--- config.mk ---
export PLATFORM = sky130hd
export DESIGN_NAME = vgu_queue
export DESIGN_NICKNAME = d
export VERILOG_FILES = /design/src/hdl/vgu_queue.sv
export SDC_FILE = /design/constraint.sdc
export NUM_CORES = 1
export LEC_CHECK = 0
export ABC_AREA = 1
export BUFFER_PORTS_ARGS = -buffer_cell sky130_fd_sc_hd__buf_2
export CELL_PAD_IN_SITES_DETAIL_PLACEMENT = 0
export CELL_PAD_IN_SITES_GLOBAL_PLACEMENT = 2
export CORE_MARGIN = 8
export CORE_UTILIZATION = 42
export CTS_BUF_LIST = sky130_fd_sc_hd__clkbuf_8
export DETAILED_ROUTE_END_ITERATION = 8
export PLACE_DENSITY = 0.83
export SLEW_MARGIN = 20
export SYNTH_ARGS = -nofsm -noshare
export SYNTH_HDL_FRONTEND = slang
export SYNTH_SLANG_ARGS = --single-unit
--- constraint.sdc ---
create_clock -name clock -period 4.9 [get_ports clock]
set_clock_uncertainty 0.15 [all_clocks]
set_input_delay 0.735 -clock clock [delete_from_list [all_inputs] [get_ports clock]]
set_output_delay 0.735 -clock clock [all_outputs]
set_load 0.1 [all_outputs]
--- src/hdl/vgu_queue.sv ---
// Short first-in first-out queue between the front and back ends.
module vgu_queue #(
   parameter int DATA_WIDTH = 8,
   parameter int DEPTH      = 4
) (
   input  logic                  clock,
   input  logic                  reset,
   input  logic                  wr_valid,
   output logic                  wr_ready,
   input  logic [DATA_WIDTH-1:0] wr_data,
   output logic                  rd_valid,
   input  logic                  rd_ready,
   output logic [DATA_WIDTH-1:0] rd_data
);

   localparam int AW = (DEPTH > 1) ? $clog2(DEPTH) : 1;
   localparam int CW = $clog2(DEPTH+1);

   logic [DATA_WIDTH-1:0] mem_ff [DEPTH];
   logic [AW-1:0]         wr_ptr_ff, wr_ptr_in, rd_ptr_ff, rd_ptr_in;
   logic [CW-1:0]         count_ff, count_in;
   logic                  push, pop;

   assign wr_ready = count_ff != CW'(DEPTH);
   assign rd_valid = count_ff != '0;
   assign rd_data  = mem_ff[rd_ptr_ff];
   assign push     = wr_valid && wr_ready;
   assign pop      = rd_valid && rd_ready;

   always_comb begin
      wr_ptr_in = wr_ptr_ff;
      rd_ptr_in = rd_ptr_ff;
      count_in  = count_ff;
      if (push) begin
         wr_ptr_in = (wr_ptr_ff == AW'(DEPTH-1)) ? '0 : wr_ptr_ff + AW'(1);
      end
      if (pop) begin
         rd_ptr_in = (rd_ptr_ff == AW'(DEPTH-1)) ? '0 : rd_ptr_ff + AW'(1);
      end
      if (push && !pop) begin
         count_in = count_ff + CW'(1);
      end else if (pop && !push) begin
         count_in = count_ff - CW'(1);
      end
   end

   always_ff @(posedge clock) begin
      if (reset) begin
         wr_ptr_ff <= '0;
         rd_ptr_ff <= '0;
         count_ff  <= '0;
      end else begin
         wr_ptr_ff <= wr_ptr_in;
         rd_ptr_ff <= rd_ptr_in;
         count_ff  <= count_in;
      end
      if (push) begin
         mem_ff[wr_ptr_ff] <= wr_data;
      end
   end

endmodule

## Yosys cells after proc, flatten, opt, wreduce, memory -nomap -nowiden

Memories as Yosys holds them, arrays and structs flattened. A register that Yosys moved wholly into a read port is not among the register bits.
Index checks and enable logic that the tools add are counted.

| word-level totals | value |
|---|---|
| bits in registers | 7 |
| memory bits (writable) | 32 |
| logic and storage cells | 27 |
| memories kept | 1 |

Memories:

| name | words | width | rd ports | clocked after Yosys merged registers in | wr ports | RTL line | source |
|---|---|---|---|---|---|---|---|
| mem_ff | 4 | 8 | 1 | 1 | 1 | 19 | `logic [DATA_WIDTH-1:0] mem_ff [DEPTH];` |

| cells by class | value |
|---|---|
| $add $sub $neg | 4 |
| eq/ne operators | 3 |
| multiplexer cells | 8 |
| reduce and logical (&&, ||, !) cells | 8 |

Operator list:

| operator | count |
|---|---|
| 2-bit 2-to-1 mux | 4 |
| 3-bit 2-to-1 mux | 2 |
| 2-bit by 1-bit adder with 2-bit output (second input constant) | 2 |
| 2-bit equality test (second input constant) | 2 |
| 1-bit logical AND | 4 |
| 3-bit by 1-bit adder with 3-bit output (second input constant) | 1 |
| 3-bit inequality test (second input constant) | 1 |
| 3-bit nonzero test | 1 |
| 3-bit by 1-bit subtractor with 3-bit output (second input constant) | 1 |
| 1-bit logical NOT | 2 |
| 1-bit 2-to-1 mux | 2 |
| 2-bit nonzero test | 1 |

## Depth between registers and ports, before layout

| depth | value |
|---|---|
| depth after elaboration | 6 |
| gate-level depth with buffers | 13 |

## Least setup slack after synthesis

OpenSTA, ideal clock, no wires.

| timing | value |
|---|---|
| path kind | reg-to-output |
| start | reg with a tool-made name |
| end | out rd_data[5] |
| arrival | 2.101 ns |
| path slack | 1.914 ns |
| stages on the path, launching flop included | 5 |
| buffers on the path | 1 |
| cell sequence | dfxtp_1 > inv_2 > buf_6 > o21ai_2 > o22ai_1 |

RTL lines:

| what | RTL line | source |
|---|---|---|
| to (decl) | 13 | `output logic [DATA_WIDTH-1:0] rd_data` |

==> flow_summary.ini <==
[logic_synthesis]
syn_area_um2 = 1700
synth-async-reset-ratio_pct = 0
yosys-top-cells-area = edfxtp_1 (57%), dfxtp_1 (11%), nor2_1 (7.1%)
yosysTopAreaCell = edfxtp_1
postSynthNetCount = 164
synth_cells = 145
yosysSeqAreaShare_pct = 67.3
synth-edff-count = 32
synthTopCellsByCount = edfxtp_1 (32), nor2_1 (32), inv_1 (15)
synth.distinct_cells = 20
syn_area_per_cell_um2 = 11.7
synth_ff_type = edfxtp_1
ys_ff_latch = 41
yosysWarnings = 0
synth_top_area_share_pct = 56.6

[min_path]
hold_path_class = register to register

[die]
num_rows = 23
io-pin-count = 22
dieArea_um2 = 6330
fp.dieW_um = 79.6
start_util_pct = 43.0
die_y_um = 79.6
fp.coreArea_um2 = 3940

[clock_tree]
post_cts_resized = 0
numCtsBuffers = 5
ctsHoldBuffers = 0
clkSlewWorstSetupHoldPaths_ns = 0.07
cts_max_level = 2
clock_latency_ns = 0.29
cts_tree = yes
clock_sinks = 41
root_buffer = clkbuf_8
postCtsSetupBuffers = 0
clk_path_buf_depth = 2

[placement]
gp_congestion = 0.693
portBuffers = 21
dp_hpwl_um = 2190

[setup_path]
path_max_fanout = 17
cp-start-kind = register
crit_required_ns = 4.01
arrival_ns = 1.86
worst-setup-path-type = register to output port
end_kind = output port

[finish]
nNetsFinal = 190
antennaDiodeCount = 0
drive_gt1_share_pct = 19.8
areaGrowthSynthToFinish_pct = 13.3

[grt]
first_global_vias = 1118
globalRouteMet3Util_pct = 4.05
grtUsageMet1_pct = 11.9
grt.busiest_layer = met2
grt_pass1_wl_um = 5200
grt_max_degree = 18
grt_use_total_pct = 10.9
overflow = 0
grt_use_met2_pct = 18.0
antenna_found_initial = 0

[timing]
max_clock_freq_mhz = 365
max_slew_margin_pct = 43.9
tightestPinTransition_ns = 0.838
rsz0062_at_grt = false
final_max_slew_viol_count = 0
period_share_pct = 55.9
hold_viol = 0
setup-tns-final_ns = 0
setup_viol = 0
fin_crit_ns = 2.74

[status]
status = finished, final reports clean

[drt]
routed_via_density = 4.78
drt_pass1_iterations = 4
wl_per_cell_um = 14.3
drt_iter0_markers = 67
ant_nets = 0
routed_wl_um = 3180
vias = 1061
drc_errors = 0

[job]
cap_violations = 0
==> cell families after synthesis <==
group,share of synthesized area (%)
and+or+nand+nor,12.5
adders and majority gates,5.60
DFF,67.3
AOI/OAI and AO/OA,9.22
xor gates and xnor gates,0.516
buffers and inverters,4.87
==> flip-flops by register name, indices dropped and copies added (netlist names), named ones only <==
| signal | cells |
|---|---|
| count_ff | 3 |
| mem_ff | 32 |
| rd_ptr_ff | 2 |
| wr_ptr_ff | 2 |
==> worst paths after layout <==
| path | from | endpoint | slack, ns | cells after the start |
|---|---|---|---|---|
| worst max-delay path | register | rd_data[2] | 2.16 | 4 |
| worst min-delay path | rd_ptr_ff[1]$_SDFFE_PP0P_ | register | 0.39 | 2 |
| worst max register to register | count_ff[1]$_SDFFE_PP0P_ | count_ff[1]$_SDFFE_PP0P_ | 2.91 | 9 |
| worst min register to register | rd_ptr_ff[1]$_SDFFE_PP0P_ | register | 0.39 | 2 |
==> metrics by stage <==
step / instance area [um2] / util [%] / worst slack, ns / hold WS (ns) / instances
floorplan: 1700 / - / 1.91 / 0.333 / 145
global placement: 1840 / 46.7 / 2.52 / 0.365 / 214
detailed placement: 1840 / 46.7 / 2.46 / 0.383 / 214
CTS: 1920 / 48.7 / 2.14 / 0.391 / 222
global route: 1920 / 48.7 / 1.94 / 0.420 / 222
finish: 1920 / 48.7 / 2.16 / 0.386 / 222
==> cell usage in the layout (no fill, tap or decap), types with 5 or more instances in the layout <==
cell type  instances
inv_1             17
buf_2             21
clkbuf_8           5
nand2_1           11
dfxtp_1            9
ha_1               6
edfxtp_1          32
o21ai_0           13
o22ai_1            8
nor2_1            32
==> layout make-up <==
class | count | area, um2
Fill cell | 360 | 2020
Clock buffer | 5 | 68.8
Multi-Input combinational cell | 86 | 473
Timing Repair Buffer | 21 | 105
Sequential cell | 41 | 1140
Tap cell | 50 | 62.6
Clock inverter | 3 | 11.3
Inverter | 16 | 60.1
==> critical path: stages (launching register included) <==
cell and delay [ns]:
dfxtp_1 0.68, inv_2 0.25, o21ai_0 0.24, o22ai_1 0.09, buf_2 0.30
==> per-layer routing <==
| metal | vias up | wire length, um |
|---|---|---|
| li1 | 547 | - |
| met3 | 4 | 197 |
| met1 | 483 | 1400 |
| met5 | - | 0 |
| met4 | 0 | 54 |
| met2 | 27 | 1520 |
Power is left out: the tool's default activity adds up to more than one toggle a clock period on the data nets, which glitch-free logic cannot reach.
