File: config.mk
export PLATFORM = sky130hd
export DESIGN_NAME = vgu_back_flat
export DESIGN_NICKNAME = d
export VERILOG_FILES = /design/src/hdl/vgu_pkg.sv /design/src/hdl/vgu_if.sv /design/src/hdl/vgu_back.sv /design/src/flat_wrapper.sv
export SDC_FILE = /design/constraint.sdc
export NUM_CORES = 2
export LEC_CHECK = 0
export BUFFER_PORTS_ARGS = -buffer_cell sky130_fd_sc_hd__buf_2
export CELL_PAD_IN_SITES_DETAIL_PLACEMENT = 2
export CELL_PAD_IN_SITES_GLOBAL_PLACEMENT = 2
export CORE_AREA = 2 2 487 489
export CTS_BUF_LIST = sky130_fd_sc_hd__clkbuf_4
export CTS_CLUSTER_DIAMETER = 60
export DETAILED_ROUTE_END_ITERATION = 12
export DIE_AREA = 0 0 489 491
export PLACE_DENSITY_LB_ADDON = 0.1
export SYNTH_ARGS = -nofsm -noshare
export SYNTH_HDL_FRONTEND = slang
export SYNTH_SLANG_ARGS = --single-unit
File: constraint.sdc
create_clock -name clock -period 21.8 [get_ports clock]
set_input_delay 3.27 -clock clock [delete_from_list [all_inputs] [get_ports clock]]
set_output_delay 3.27 -clock clock [all_outputs]
set_load 0.05 [all_outputs]
File: src/hdl/vgu_pkg.sv
// Shared types and codes of the vector geometry unit.
package vgu_pkg;

   localparam int FUNC_WIDTH   = 3;
   localparam int STATUS_WIDTH = 2;

   typedef enum logic [FUNC_WIDTH-1:0] {
      FUNC_CROSS = 3'd0,
      FUNC_NORM  = 3'd1,
      FUNC_DOT   = 3'd2,
      FUNC_MAG   = 3'd3,
      FUNC_TAN   = 3'd4
   } func_type;

   typedef enum logic [STATUS_WIDTH-1:0] {
      STATUS_OK       = 2'd0,
      STATUS_ZERO_DIV = 2'd1,
      STATUS_SAT      = 2'd2
   } status_type;

   typedef enum logic [2:0] {
      BACK_IDLE,
      BACK_SQUARE,
      BACK_ROOT,
      BACK_PREP,
      BACK_DIVIDE,
      BACK_OUTPUT
   } back_state_type;

endpackage

File: src/hdl/vgu_if.sv


interface vgu_rsp_if #(parameter int WORD_WIDTH = 32);
   logic                                valid;
   logic                                ready;
   logic signed [WORD_WIDTH-1:0]        rx;
   logic signed [WORD_WIDTH-1:0]        ry;
   logic signed [WORD_WIDTH-1:0]        rz;
   logic [vgu_pkg::STATUS_WIDTH-1:0]    status;

   modport source (output valid, rx, ry, rz, status, input ready);
   modport sink   (input valid, rx, ry, rz, status, output ready);
endinterface

File: src/hdl/vgu_back.sv
// Back end: rounding and saturation, sum of squares, square root and division sequencer.
module vgu_back #(
   parameter int WORD_WIDTH = 32,
   parameter int FRAC_BITS  = 16
) (
   input  logic                           clock,
   input  logic                           reset,
   input  logic                           q_valid,
   output logic                           q_ready,
   input  logic [vgu_pkg::FUNC_WIDTH-1:0] q_func,
   input  logic signed [2*WORD_WIDTH:0]   q_c0,
   input  logic signed [2*WORD_WIDTH:0]   q_c1,
   input  logic signed [2*WORD_WIDTH:0]   q_c2,
   input  logic signed [2*WORD_WIDTH+1:0] q_d,
   vgu_rsp_if.source                      rsp_ch
);

   localparam int W  = WORD_WIDTH;
   localparam int MW = 2*W;
   localparam int QW = 4*W;
   localparam int NB = MW + FRAC_BITS;
   localparam int RW = MW + 1;
   localparam int SW = NB + 1;
   localparam int CW = $clog2(NB);
   localparam int IW = $clog2(MW);
   localparam logic [SW-1:0] HALF = SW'(1) << (FRAC_BITS-1);

   function automatic logic [W:0] sat_word(input logic [SW-1:0] mag, input logic neg);
      logic [SW-1:0] lim;
      logic          over;
      logic [W-1:0]  word;
      lim  = (SW'(1) << (W-1)) - SW'(!neg);
      over = mag > lim;
      word = over ? lim[W-1:0] : mag[W-1:0];
      if (neg) begin
         word = -word;
      end
      return {over, word};
   endfunction

   vgu_pkg::back_state_type state_ff, state_in;
   vgu_pkg::func_type       func_ff, func_in;
   logic [CW-1:0]           step_ff, step_in;
   logic                    neg_ff [3];
   logic                    neg_in [3];
   logic [MW-1:0]           mag_ff [3];
   logic [MW-1:0]           mag_in [3];
   logic [MW-1:0]           div_ff, div_in;
   logic [QW-1:0]           sq_ff, sq_in;
   logic [MW-1:0]           root_ff, root_in;
   logic [RW-1:0]           srem_ff, srem_in;
   logic [NB-1:0]           num_ff [3];
   logic [NB-1:0]           num_in [3];
   logic [MW-1:0]           rem_ff [3];
   logic [MW-1:0]           rem_in [3];
   logic signed [W-1:0]     word_ff [3];
   logic signed [W-1:0]     word_in [3];
   vgu_pkg::status_type     status_ff, status_in;
   logic                    rsp_valid_ff, rsp_valid_in;

   logic signed [MW:0]      hd_c [3];
   logic signed [MW:0]      hd_abs [3];
   logic [MW-1:0]           hd_cm [3];
   logic                    hd_cneg [3];
   logic signed [MW+1:0]    hd_dabs;
   logic [MW-1:0]           hd_dm;
   logic                    hd_dneg;
   vgu_pkg::func_type       hd_func;
   logic                    hd_fast;
   logic [W-1:0]            fast_word [3];
   vgu_pkg::status_type     fast_status;
   logic [W-1:0]            slow_word [3];
   vgu_pkg::status_type     slow_status;
   logic                    out_free, out_load, out_slow, start;

   assign hd_c[0] = q_c0;
   assign hd_c[1] = q_c1;
   assign hd_c[2] = q_c2;
   assign hd_func = vgu_pkg::func_type'(q_func);
   assign out_free = !rsp_valid_ff || rsp_ch.ready;

   always_comb begin
      for (int i = 0; i < 3; i++) begin
         hd_cneg[i] = hd_c[i][MW];
         hd_abs[i]  = hd_cneg[i] ? -hd_c[i] : hd_c[i];
         hd_cm[i]   = hd_abs[i][MW-1:0];
      end
      hd_dneg = q_d[MW+1];
      hd_dabs = hd_dneg ? -q_d : q_d;
      hd_dm   = hd_dabs[MW-1:0];
   end

   // cross, dot, unknown codes and zero divisors finish straight from the queue head
   always_comb begin
      logic [SW-1:0] t;
      logic [W:0]    s;
      logic          flag;
      hd_fast     = 1'b1;
      fast_status = vgu_pkg::STATUS_OK;
      flag        = 1'b0;
      t           = '0;
      s           = '0;
      for (int i = 0; i < 3; i++) begin
         fast_word[i] = '0;
      end
      unique case (hd_func)
         vgu_pkg::FUNC_CROSS: begin
            for (int i = 0; i < 3; i++) begin
               t            = (SW'(hd_cm[i]) + HALF) >> FRAC_BITS;
               s            = sat_word(t, hd_cneg[i] && (t != '0));
               fast_word[i] = s[W-1:0];
               flag         = flag | s[W];
            end
         end
         vgu_pkg::FUNC_DOT: begin
            t            = (SW'(hd_dm) + HALF) >> FRAC_BITS;
            s            = sat_word(t, hd_dneg && (t != '0));
            fast_word[0] = s[W-1:0];
            flag         = s[W];
         end
         vgu_pkg::FUNC_NORM: begin
            if (hd_cm[0] == '0 && hd_cm[1] == '0 && hd_cm[2] == '0) begin
               fast_status = vgu_pkg::STATUS_ZERO_DIV;
            end else begin
               hd_fast = 1'b0;
            end
         end
         vgu_pkg::FUNC_TAN: begin
            if (hd_dm == '0) begin
               fast_status = vgu_pkg::STATUS_ZERO_DIV;
            end else begin
               hd_fast = 1'b0;
            end
         end
         vgu_pkg::FUNC_MAG: hd_fast = 1'b0;
         default: ;
      endcase
      if (flag) begin
         fast_status = vgu_pkg::STATUS_SAT;
      end
   end

   always_comb begin
      logic [SW-1:0] t;
      logic [W:0]    s;
      logic          flag;
      slow_status = vgu_pkg::STATUS_OK;
      flag        = 1'b0;
      t           = '0;
      s           = '0;
      for (int i = 0; i < 3; i++) begin
         slow_word[i] = '0;
      end
      case (func_ff)
         vgu_pkg::FUNC_MAG: begin
            t            = SW'(root_ff) + SW'(srem_ff > RW'(root_ff));
            s            = sat_word(t, 1'b0);
            slow_word[0] = s[W-1:0];
            flag         = s[W];
         end
         vgu_pkg::FUNC_NORM: begin
            for (int i = 0; i < 3; i++) begin
               t            = SW'(num_ff[i]) + SW'({rem_ff[i], 1'b0} >= {1'b0, div_ff});
               s            = sat_word(t, neg_ff[i] && (t != '0));
               slow_word[i] = s[W-1:0];
               flag         = flag | s[W];
            end
         end
         vgu_pkg::FUNC_TAN: begin
            t            = SW'(num_ff[0]) + SW'({rem_ff[0], 1'b0} >= {1'b0, div_ff});
            s            = sat_word(t, neg_ff[0] && (t != '0));
            slow_word[0] = s[W-1:0];
            flag         = s[W];
         end
         default: ;
      endcase
      if (flag) begin
         slow_status = vgu_pkg::STATUS_SAT;
      end
   end

   always_comb begin
      state_in = state_ff;
      unique case (state_ff)
         vgu_pkg::BACK_IDLE: begin
            if (q_valid && !hd_fast) begin
               state_in = (hd_func == vgu_pkg::FUNC_MAG) ? vgu_pkg::BACK_ROOT
                                                         : vgu_pkg::BACK_SQUARE;
            end
         end
         vgu_pkg::BACK_SQUARE: begin
            if (step_ff == '0) begin
               state_in = vgu_pkg::BACK_ROOT;
            end
         end
         vgu_pkg::BACK_ROOT: begin
            if (step_ff == '0) begin
               state_in = (func_ff == vgu_pkg::FUNC_MAG) ? vgu_pkg::BACK_OUTPUT
                                                         : vgu_pkg::BACK_PREP;
            end
         end
         vgu_pkg::BACK_PREP: state_in = vgu_pkg::BACK_DIVIDE;
         vgu_pkg::BACK_DIVIDE: begin
            if (step_ff == '0) begin
               state_in = vgu_pkg::BACK_OUTPUT;
            end
         end
         vgu_pkg::BACK_OUTPUT: begin
            if (out_free) begin
               state_in = vgu_pkg::BACK_IDLE;
            end
         end
         default: state_in = vgu_pkg::BACK_IDLE;
      endcase
   end

   always_comb begin
      q_ready  = 1'b0;
      out_load = 1'b0;
      out_slow = 1'b0;
      start    = 1'b0;
      unique case (state_ff)
         vgu_pkg::BACK_IDLE: begin
            if (q_valid) begin
               if (hd_fast) begin
                  q_ready  = out_free;
                  out_load = out_free;
               end else begin
                  q_ready = 1'b1;
                  start   = 1'b1;
               end
            end
         end
         vgu_pkg::BACK_OUTPUT: begin
            out_load = out_free;
            out_slow = 1'b1;
         end
         default: ;
      endcase
   end

   always_comb begin
      logic [IW-1:0]   idx;
      logic [MW+1:0]   bitsum;
      logic [RW+1:0]   r_sh;
      logic [RW+1:0]   trial;
      logic            ge;
      logic [MW:0]     d_sh;
      logic            d_ge;
      func_in  = func_ff;
      step_in  = step_ff;
      neg_in   = neg_ff;
      mag_in   = mag_ff;
      div_in   = div_ff;
      sq_in    = sq_ff;
      root_in  = root_ff;
      srem_in  = srem_ff;
      num_in   = num_ff;
      rem_in   = rem_ff;
      idx      = step_ff[IW-1:0];
      bitsum   = '0;
      r_sh     = '0;
      trial    = '0;
      ge       = 1'b0;
      d_sh     = '0;
      d_ge     = 1'b0;
      case (state_ff)
         vgu_pkg::BACK_IDLE: begin
            if (start) begin
               func_in = hd_func;
               for (int i = 0; i < 3; i++) begin
                  mag_in[i] = hd_cm[i];
                  neg_in[i] = hd_cneg[i];
               end
               if (hd_func == vgu_pkg::FUNC_TAN) begin
                  neg_in[0] = hd_dneg;
               end
               div_in  = hd_dm;
               sq_in   = (hd_func == vgu_pkg::FUNC_MAG) ? QW'(hd_dm) : '0;
               root_in = '0;
               srem_in = '0;
               step_in = CW'(MW-1);
            end
         end
         vgu_pkg::BACK_SQUARE: begin
            for (int i = 0; i < 3; i++) begin
               bitsum = bitsum + (mag_ff[i][idx] ? (MW+2)'(mag_ff[i]) : '0);
            end
            sq_in   = {sq_ff[QW-2:0], 1'b0} + QW'(bitsum);
            step_in = (step_ff == '0) ? CW'(MW-1) : step_ff - CW'(1);
         end
         vgu_pkg::BACK_ROOT: begin
            r_sh    = {srem_ff, sq_ff[QW-1:QW-2]};
            trial   = (RW+2)'({root_ff, 2'b01});
            ge      = r_sh >= trial;
            srem_in = ge ? RW'(r_sh - trial) : r_sh[RW-1:0];
            root_in = {root_ff[MW-2:0], ge};
            sq_in   = {sq_ff[QW-3:0], 2'b00};
            step_in = step_ff - CW'(1);
         end
         vgu_pkg::BACK_PREP: begin
            if (func_ff == vgu_pkg::FUNC_NORM) begin
               div_in = root_ff;
               for (int i = 0; i < 3; i++) begin
                  num_in[i] = {mag_ff[i], {FRAC_BITS{1'b0}}};
               end
            end else begin
               num_in[0] = {root_ff, {FRAC_BITS{1'b0}}};
               num_in[1] = '0;
               num_in[2] = '0;
            end
            for (int i = 0; i < 3; i++) begin
               rem_in[i] = '0;
            end
            step_in = CW'(NB-1);
         end
         vgu_pkg::BACK_DIVIDE: begin
            for (int i = 0; i < 3; i++) begin
               d_sh      = {rem_ff[i], num_ff[i][NB-1]};
               d_ge      = d_sh >= {1'b0, div_ff};
               rem_in[i] = d_ge ? MW'(d_sh - {1'b0, div_ff}) : d_sh[MW-1:0];
               num_in[i] = {num_ff[i][NB-2:0], d_ge};
            end
            step_in = step_ff - CW'(1);
         end
         default: ;
      endcase
   end

   always_comb begin
      word_in      = word_ff;
      status_in    = status_ff;
      rsp_valid_in = out_load || (rsp_valid_ff && !rsp_ch.ready);
      if (out_load) begin
         for (int i = 0; i < 3; i++) begin
            word_in[i] = out_slow ? slow_word[i] : fast_word[i];
         end
         status_in = out_slow ? slow_status : fast_status;
      end
   end

   always_ff @(posedge clock) begin
      if (reset) begin
         state_ff     <= vgu_pkg::BACK_IDLE;
         rsp_valid_ff <= 1'b0;
      end else begin
         state_ff     <= state_in;
         rsp_valid_ff <= rsp_valid_in;
      end
      func_ff   <= func_in;
      step_ff   <= step_in;
      neg_ff    <= neg_in;
      mag_ff    <= mag_in;
      div_ff    <= div_in;
      sq_ff     <= sq_in;
      root_ff   <= root_in;
      srem_ff   <= srem_in;
      num_ff    <= num_in;
      rem_ff    <= rem_in;
      word_ff   <= word_in;
      status_ff <= status_in;
   end

   assign rsp_ch.valid  = rsp_valid_ff;
   assign rsp_ch.rx     = word_ff[0];
   assign rsp_ch.ry     = word_ff[1];
   assign rsp_ch.rz     = word_ff[2];
   assign rsp_ch.status = status_ff;

endmodule
File: src/flat_wrapper.sv
// flat-port wrapper written by rule: the top's interface ports become plain ports
module vgu_back_flat 
#(
   parameter int WORD_WIDTH = 32,
   parameter int FRAC_BITS  = 16
)
  (clock, reset, q_valid, q_ready, q_func, q_c0, q_c1, q_c2, q_d, rsp_ch_valid, rsp_ch_rx, rsp_ch_ry, rsp_ch_rz, rsp_ch_status, rsp_ch_ready);
  vgu_rsp_if #(.WORD_WIDTH(WORD_WIDTH)) rsp_ch_i ();
  input  logic clock;
  input  logic reset;
  input  logic q_valid;
  output logic q_ready;
  input  logic [vgu_pkg::FUNC_WIDTH-1:0] q_func;
  input  logic signed [2*WORD_WIDTH:0] q_c0;
  input  logic signed [2*WORD_WIDTH:0] q_c1;
  input  logic signed [2*WORD_WIDTH:0] q_c2;
  input  logic signed [2*WORD_WIDTH+1:0] q_d;
  output wire logic [$bits(rsp_ch_i.valid)-1:0] rsp_ch_valid;
  output wire logic [$bits(rsp_ch_i.rx)-1:0] rsp_ch_rx;
  output wire logic [$bits(rsp_ch_i.ry)-1:0] rsp_ch_ry;
  output wire logic [$bits(rsp_ch_i.rz)-1:0] rsp_ch_rz;
  output wire logic [$bits(rsp_ch_i.status)-1:0] rsp_ch_status;
  input wire logic [$bits(rsp_ch_i.ready)-1:0] rsp_ch_ready;
  assign rsp_ch_valid = rsp_ch_i.valid;
  assign rsp_ch_rx = rsp_ch_i.rx;
  assign rsp_ch_ry = rsp_ch_i.ry;
  assign rsp_ch_rz = rsp_ch_i.rz;
  assign rsp_ch_status = rsp_ch_i.status;
  assign rsp_ch_i.ready = rsp_ch_ready;
  vgu_back #(.WORD_WIDTH(WORD_WIDTH), .FRAC_BITS(FRAC_BITS)) u_core (.clock(clock), .reset(reset), .q_valid(q_valid), .q_ready(q_ready), .q_func(q_func), .q_c0(q_c0), .q_c1(q_c1), .q_c2(q_c2), .q_d(q_d), .rsp_ch(rsp_ch_i));
endmodule
* Yosys cells after proc, flatten, opt, wreduce, memory -nomap -nowiden
Index checks and enable logic that the tools add are counted.
Operators by class: add/subtract/negate cells 34, $lt $le $gt $ge 17, equality and inequality tests 19, multiplexer cells 85, bitwise logic cells 4, reductions and logical operators 50
Operators by type and width (number):
- $mux 64 | 16
- $mux 32 | 18
- $reduce_bool 81->1 | 7
- $pmux 240 s2 | 1
- $ge 65x64->1 | 6
- $pmux 128 s3 | 1
- $pmux 192 s2 | 1
- $gt 65x81->1 | 4
- $add 64x16->65 const B | 4
- $logic_not 64->1 | 4
- $neg 64->64 | 4
- $pmux 64 s2 | 2
- $add 80x1->81 | 3
- $gt 81x81->1 | 3
- $mux 240 | 1
- $sub 32x1->33 const A | 7
- $neg 32->32 | 7
- $sub 64x64->64 | 3
- $add 66x66->66 | 2
- $mux 65 | 2
- $pmux 65 s2 | 1
- $add 128x66->128 | 1
- $mux 128 | 1
- $pmux 32 s2 | 2
- other kinds (34) | 108
Storage, ports and cells: flip-flop bits (word level) 1060, bits of input ports 268

* Longest topological paths before layout
depth after elaboration 13, mapped depth 60

* Least setup slack after synthesis
OpenSTA, ideal clock, no wires.
kind input port to flip-flop, start point input port q_c2[1], end point register u_core.word_ff, in the netlist u_core.rsp_ch.rz[10] (data pin), library setup time 256 ps, arrival time 12701 ps, slack 8843 ps, cell stages on the path 44, path buffers 6, cell sequence inv_1 -> ha_1 -> or3b_2 -> or3_1 -> clkbuf_1 -> clkbuf_1 -> nor4_1 -> a41oi_1 -> xnor2_1 -> or3_1 -> or2_2 -> or4_1 -> a22oi_1 -> nand4_1 -> o31ai_2 -> inv_2 -> clkbuf_1 -> ha_1 -> [... 8 more ...] -> a21oi_1 -> a211oi_1 -> o21ai_0 -> and2_1 -> clkbuf_1 -> clkbuf_1 -> nor2_1 -> a21oi_1 -> ha_1 -> clkbuf_1 -> nand2_1 -> nor2_1 -> nand2_1 -> nor3_1 -> o21ai_0 -> nand2_1 -> o21ai_0 -> a31o_2
Between the ends: longest elaborated chain between the ends 13
Ends and longest elaborated chain:
- from (decl) | RTL line flat_wrapper.sv:16 | input logic signed [2*WORD_WIDTH:0] q_c2;
- $neg 64->64 | RTL line vgu_back.sv:85 | hd_abs[i] = hd_cneg[i] ? -hd_c[i] : hd_c[i];
- $mux 64 * | RTL line vgu_back.sv:85
- $add 64x16->65 * | RTL line vgu_back.sv:109 | t = (SW'(hd_cm[i]) + HALF) >> FRAC_BITS;
- $reduce_bool 81->1 | RTL line vgu_back.sv:110 | s = sat_word(t, hd_cneg[i] && (t != '0));
- $logic_and 1x1->1 | RTL line vgu_back.sv:110
- $logic_not 1->1 | RTL line vgu_back.sv:32 | lim = (SW'(1) << (W-1)) - SW'(!neg);
- $sub 32x1->33 | RTL line vgu_back.sv:32
- $gt 65x81->1 | RTL line vgu_back.sv:33 | over = mag > lim;
- $mux 32 | RTL line vgu_back.sv:34 | word = over ? lim[W-1:0] : mag[W-1:0];
- $neg 32->32 | RTL line vgu_back.sv:36 | word = -word;
- $mux 32 * | RTL line vgu_back.sv:35 | if (neg) begin
- $mux 64 * | RTL line vgu_back.sv:106 | unique case (hd_func)
- $mux 32 * | RTL line vgu_back.sv:336 | word_in[i] = out_slow ? slow_word[i] : fast_word[i];
- to (signal assigned) | RTL line vgu_back.sv:360 | word_ff <= word_in;
- to (decl) | RTL line vgu_back.sv:56 | logic signed [W-1:0] word_ff [3];
Every way passes the cells marked *; elsewhere a longest branch is shown, timed or not. A chain may end at the register's enable or synchronous reset.

* Worst setup path in the final report
start point register u_core.div_ff[38], end point register u_core.word_ff, in the netlist u_core.rsp_ch.ry[20] (data pin)
Between the ends: longest elaborated chain between the ends 12
Ends and longest elaborated chain:
- from (decl) | RTL line vgu_back.sv:48 | logic [MW-1:0] div_ff, div_in;
- from (signal assigned) | RTL line vgu_back.sv:354 | div_ff <= div_in;
- $ge 65x64->1 * | RTL line vgu_back.sv:163 | t = SW'(num_ff[i]) + SW'({rem_ff[i], 1'b0} >= {1'b0, div_ff});
- $add 80x1->81 * | RTL line vgu_back.sv:163
- $reduce_bool 81->1 | RTL line vgu_back.sv:164 | s = sat_word(t, neg_ff[i] && (t != '0));
- $logic_and 1x1->1 | RTL line vgu_back.sv:164
- $logic_not 1->1 | RTL line vgu_back.sv:32
- $sub 32x1->33 | RTL line vgu_back.sv:32
- $gt 81x81->1 | RTL line vgu_back.sv:33
- $mux 32 | RTL line vgu_back.sv:34
- $neg 32->32 | RTL line vgu_back.sv:36
- $mux 32 * | RTL line vgu_back.sv:35
- $mux 64 * | RTL line vgu_back.sv:154 | case (func_ff)
- $mux 32 * | RTL line vgu_back.sv:336
Marks and branches as above.

==> results_dict.tcl <==
set metrics [dict create \
    outcome "finished, violations left" \
    violations "max-capacitance violations, max-slew violations" \
    max-slew-margin-rel_pct -2.86 \
    numnets_final 13600 \
    syn_to_final_growth_pct 9.12 \
    num_io_pins 368 \
    slowest_stage "sky130_fd_sc_hd__a2111oi_0" \
    post_synthesis_net_count 13200 \
    synth-simple-area-share_pct 22.7 \
    routabilityCongestion 1.04 \
    critical_path.max_stage_delay_ns 1.16 \
    final_period_demand_of_the_worst_path_ns 15.48 \
    chipHeight_um 491 \
    detailed_route_vias_per_instance 7.01 \
    synth.yosys.seq_area_share_pct 30.9 \
    gr-usage-all-layers_pct 45.7 \
    layout.core_utilization_pct 47.9 \
    synth_area_leaders "sky130_fd_sc_hd__edfxtp_1, sky130_fd_sc_hd__ha_1, sky130_fd_sc_hd__xnor2_1, sky130_fd_sc_hd__a21oi_1, sky130_fd_sc_hd__nor2_1" \
    final_setup_violation_count 0 \
    drt_first_iter_violations 12300 \
    drt.antenna.violating_nets 0 \
    multi_input_comb_area_mm2 0.0668 \
    timing.critical_path.buf_inv 5 \
    post-route-drc-count 0 \
    synth_xor_area_share_pct 8.62 \
    worst_setup_path_end_kind "register" \
    crit_type "register to register" \
    synth-seq-cells 1060 \
    globalRouteOverflowTotal 0 \
    cts_repair_resize_count 0 \
    clk_path_buf_depth 4 \
    clock-skew-final_ns 0.178 \
    cts.reportedPaths.clkPinSlew_ns 0.08 \
    max_slew_violation_count 3 \
    maxClockFrequency_ghz 0.0646 \
    synth_top_family_by_area "simple AND/OR/NAND/NOR gates" \
    wl_per_cell_um 35.8 \
    asyncSetResetFlopFracSynth_pct 0 \
    crit_start_category "register" \
    worst_hold_path_type "register to register" \
    cts_root_buf "sky130_fd_sc_hd__clkbuf_4" \
    timing.critical_path.arrival_ns 16.64 \
    post-dp-hpwl_um 417000 \
    worst_slew_pin_slew_ns 1.53 \
    clock_sinks 1060 \
    postCtsSetupBuffers 0 \
    grt_pass1_wl_um 822000 \
    post-synth-top-area-cell "sky130_fd_sc_hd__edfxtp_1" \
    max_cap_violations 2 \
    vias_in_the_first_global_route 118000 \
    cts_tree "done" \
    synthesis.yosys.warnings 0 \
    vias 112000 \
    critPathRequiredTime_ns 22.96 \
    die-width_um 489 \
    synth_enable_flop_cells 1056 \
    intPower_mw 6.89 \
    antenna_found_initial 67 \
    fraction_of_final_layout_cells_with_drive_strength_greater_than_1_pct 10.4 \
    layout.cells.most_common_list "sky130_fd_sc_hd__nor2_1, sky130_fd_sc_hd__edfxtp_1, sky130_fd_sc_hd__nand2_1" \
    power_switching_mw 8.27 \
    synthCells 12300 \
    timing.critical_path.fanout_max 73 \
    setup_total_negative_slack_ns 0 \
    critical-path-top-cell-by-count "sky130_fd_sc_hd__a21o_1" \
    power.density_cell_area_mw_per_mm2 135 \
    synth.avg_cell_area_um2 8.40 \
    static-leakage-power_nw 42.3 \
    clock_insertion_delay_worst_skew_ns 1.53 \
    power_switching_share_pct 54.6 \
    ctsHoldBuffers 0 \
    muxShareOfSynthArea_pct 2.76 \
    synth_fa_ha_area_share_pct 9.09 \
    synthFlopType "sky130_fd_sc_hd__edfxtp_1" \
    commonest_non_fill_non_tap_cell_in_the_layout "sky130_fd_sc_hd__nor2_1" \
    yosys_top_cell_area_share_pct 30.8 \
    irDropWorstVdd_v 0.000151 \
    grt_max_degree 178 \
    post_synth_instance_area_mm2 0.103 \
    numCtsBuffers 345 \
    cp_top_family "compound AO/OA/AOI/OAI gates" \
    design.core.area_mm2 0.235 \
    sequential_cell_area_mm2 0.0318 \
    dr.pass1.iters 6 \
    drt-total-wl_um 572000 \
    htreeDepth 5 \
    finalHoldViolCount 0 \
    count_of_input_and_output_buffers 366 \
    compound_cell_area_share_of_the_yosys_netlist_pct 21.4 \
    design.die.area_mm2 0.240 \
    fin_crit_sh_pct 71.0 \
    power_frac_seq_pct 20.5 \
    starting_density_pct 43.9 \
    pwr-share-clk_pct 14.8 \
    rsz0062_at_grt "false" \
    post_synth_num_cell_types 119 \
    comb_power_share_pct 64.7 \
    placementRows 178 \
    n_fill_cell 25900 \
]
==> area by class of cell <==
cell class	count	area share [%]
multi-input cells	9973	59.4
flip-flops and latches	1060	28.3
diodes	31	0.0690
clock buffers	472	3.15
inverters	653	2.19
repair buffers	546	2.85
clock inverters	107	0.531
well taps	3150	3.51
==> power by group through the flow <==
stage	logic, mW	registers (mW)	clock network (mW)
6_report	9.80	3.11	2.24
5_1_grt	10.2	3.12	2.31
4_1_cts	9.41	3.08	2.23
3_5_place_dp	9.00	3.10	0
3_3_place_gp	8.36	3.07	0
2_1_floorplan	5.71	3.07	0
==> worst min-delay path, stage by stage, from the launching register on <==
cell and delay (ns):
sky130_fd_sc_hd__edfxtp_1 0.37, sky130_fd_sc_hd__nand2_1 0.06, sky130_fd_sc_hd__o221ai_1 0.08
==> worst paths after layout <==
check / start / to / slack [ns] / cells past startpoint
max: u_core.div_ff[38] / u_core.rsp_ch.ry[20] / 6.32 / 47
min: u_core.sq_ff[15] / u_core.sq_ff[17] / 0.57 / 2
max reg2reg: u_core.div_ff[38] / u_core.rsp_ch.ry[20] / 6.32 / 47
min reg2reg: u_core.sq_ff[15] / u_core.sq_ff[17] / 0.57 / 2
==> registers in the layout, indices dropped and copies added (netlist names) <==
signal and flops:
u_core.rsp_ch.ry 32, u_core.root_ff 64, u_core.rem_ff 192, u_core.step_ff 7, u_core.sq_ff 128, u_core.rsp_ch.rx 32, u_core.srem_ff 65, u_core.func_ff 3
u_core.neg_ff 3, u_core.num_ff 240, u_core.rsp_ch.status 2, u_core.mag_ff 192, u_core.div_ff 64, u_core.rsp_ch.rz 32, u_core.rsp_ch.valid 1, u_core.state_ff 3
==> routing by layer <==
metal / routed length, um / vias up / GRT usage [%]
met3: 52200 / 2101 / 10.5
li1: - / 46600 / -
met5: 310 / - / 0.0201
met2: 254000 / 6471 / 71.2
met1: 216000 / 56900 / 55.1
met4: 49800 / 48 / 33.6
==> cell families (layout without fill, tap and decap cells) <==
kind of cell	after synthesis	after routing
adder cells (fa/ha/maj)	707	707
AO/OA/AOI/OAI	3381	3381
AND/OR/NAND/NOR	4667	4667
XOR/XNOR	1014	1014
flip-flops	1060	1060
multiplexers	204	204
other	0	31
buffers and inverters	1237	1778
==> stage by stage <==
stage	hold slack (ns)	setup slack (ns)	cells	area (um^2)	power, mW
finish	0.575	6.32	16000	112000	15.2
CTS	0.552	7.11	16000	112000	14.7
global placement	0.558	6.18	15400	108000	11.4
detailed placement	0.564	5.83	15400	108000	12.1
global route	0.580	6.01	16000	112000	15.6
floorplan	0.528	8.84	12300	103000	8.79
==> synth_stat cells (80+ instances only) <==
| library cell | instances |
|---|---|
| sky130_fd_sc_hd__a21oi_1 | 931 |
| sky130_fd_sc_hd__ha_1 | 637 |
| sky130_fd_sc_hd__o21ai_0 | 686 |
| sky130_fd_sc_hd__o31ai_1 | 127 |
| sky130_fd_sc_hd__a211oi_1 | 93 |
| sky130_fd_sc_hd__or3_1 | 154 |
| sky130_fd_sc_hd__edfxtp_1 | 1056 |
| sky130_fd_sc_hd__xnor2_1 | 631 |
| sky130_fd_sc_hd__nor3_1 | 402 |
| sky130_fd_sc_hd__or4_1 | 125 |
| sky130_fd_sc_hd__o41ai_1 | 96 |
| sky130_fd_sc_hd__a22o_1 | 133 |
| sky130_fd_sc_hd__o21a_1 | 80 |
| sky130_fd_sc_hd__nor2_1 | 1208 |
| sky130_fd_sc_hd__nor2b_1 | 117 |
| sky130_fd_sc_hd__a21o_1 | 370 |
| sky130_fd_sc_hd__inv_1 | 643 |
| sky130_fd_sc_hd__clkbuf_1 | 511 |
| sky130_fd_sc_hd__nand2b_1 | 128 |
| sky130_fd_sc_hd__nand4_1 | 310 |
| sky130_fd_sc_hd__nand3_1 | 415 |
| sky130_fd_sc_hd__nand2_1 | 1035 |
| sky130_fd_sc_hd__a31oi_1 | 147 |
| sky130_fd_sc_hd__xor2_1 | 383 |
| sky130_fd_sc_hd__and3_1 | 135 |
| sky130_fd_sc_hd__mux2i_1 | 130 |
| sky130_fd_sc_hd__nor4_1 | 216 |
| sky130_fd_sc_hd__and2_1 | 119 |
No activity file was read; power rests on OpenSTA's default activity.
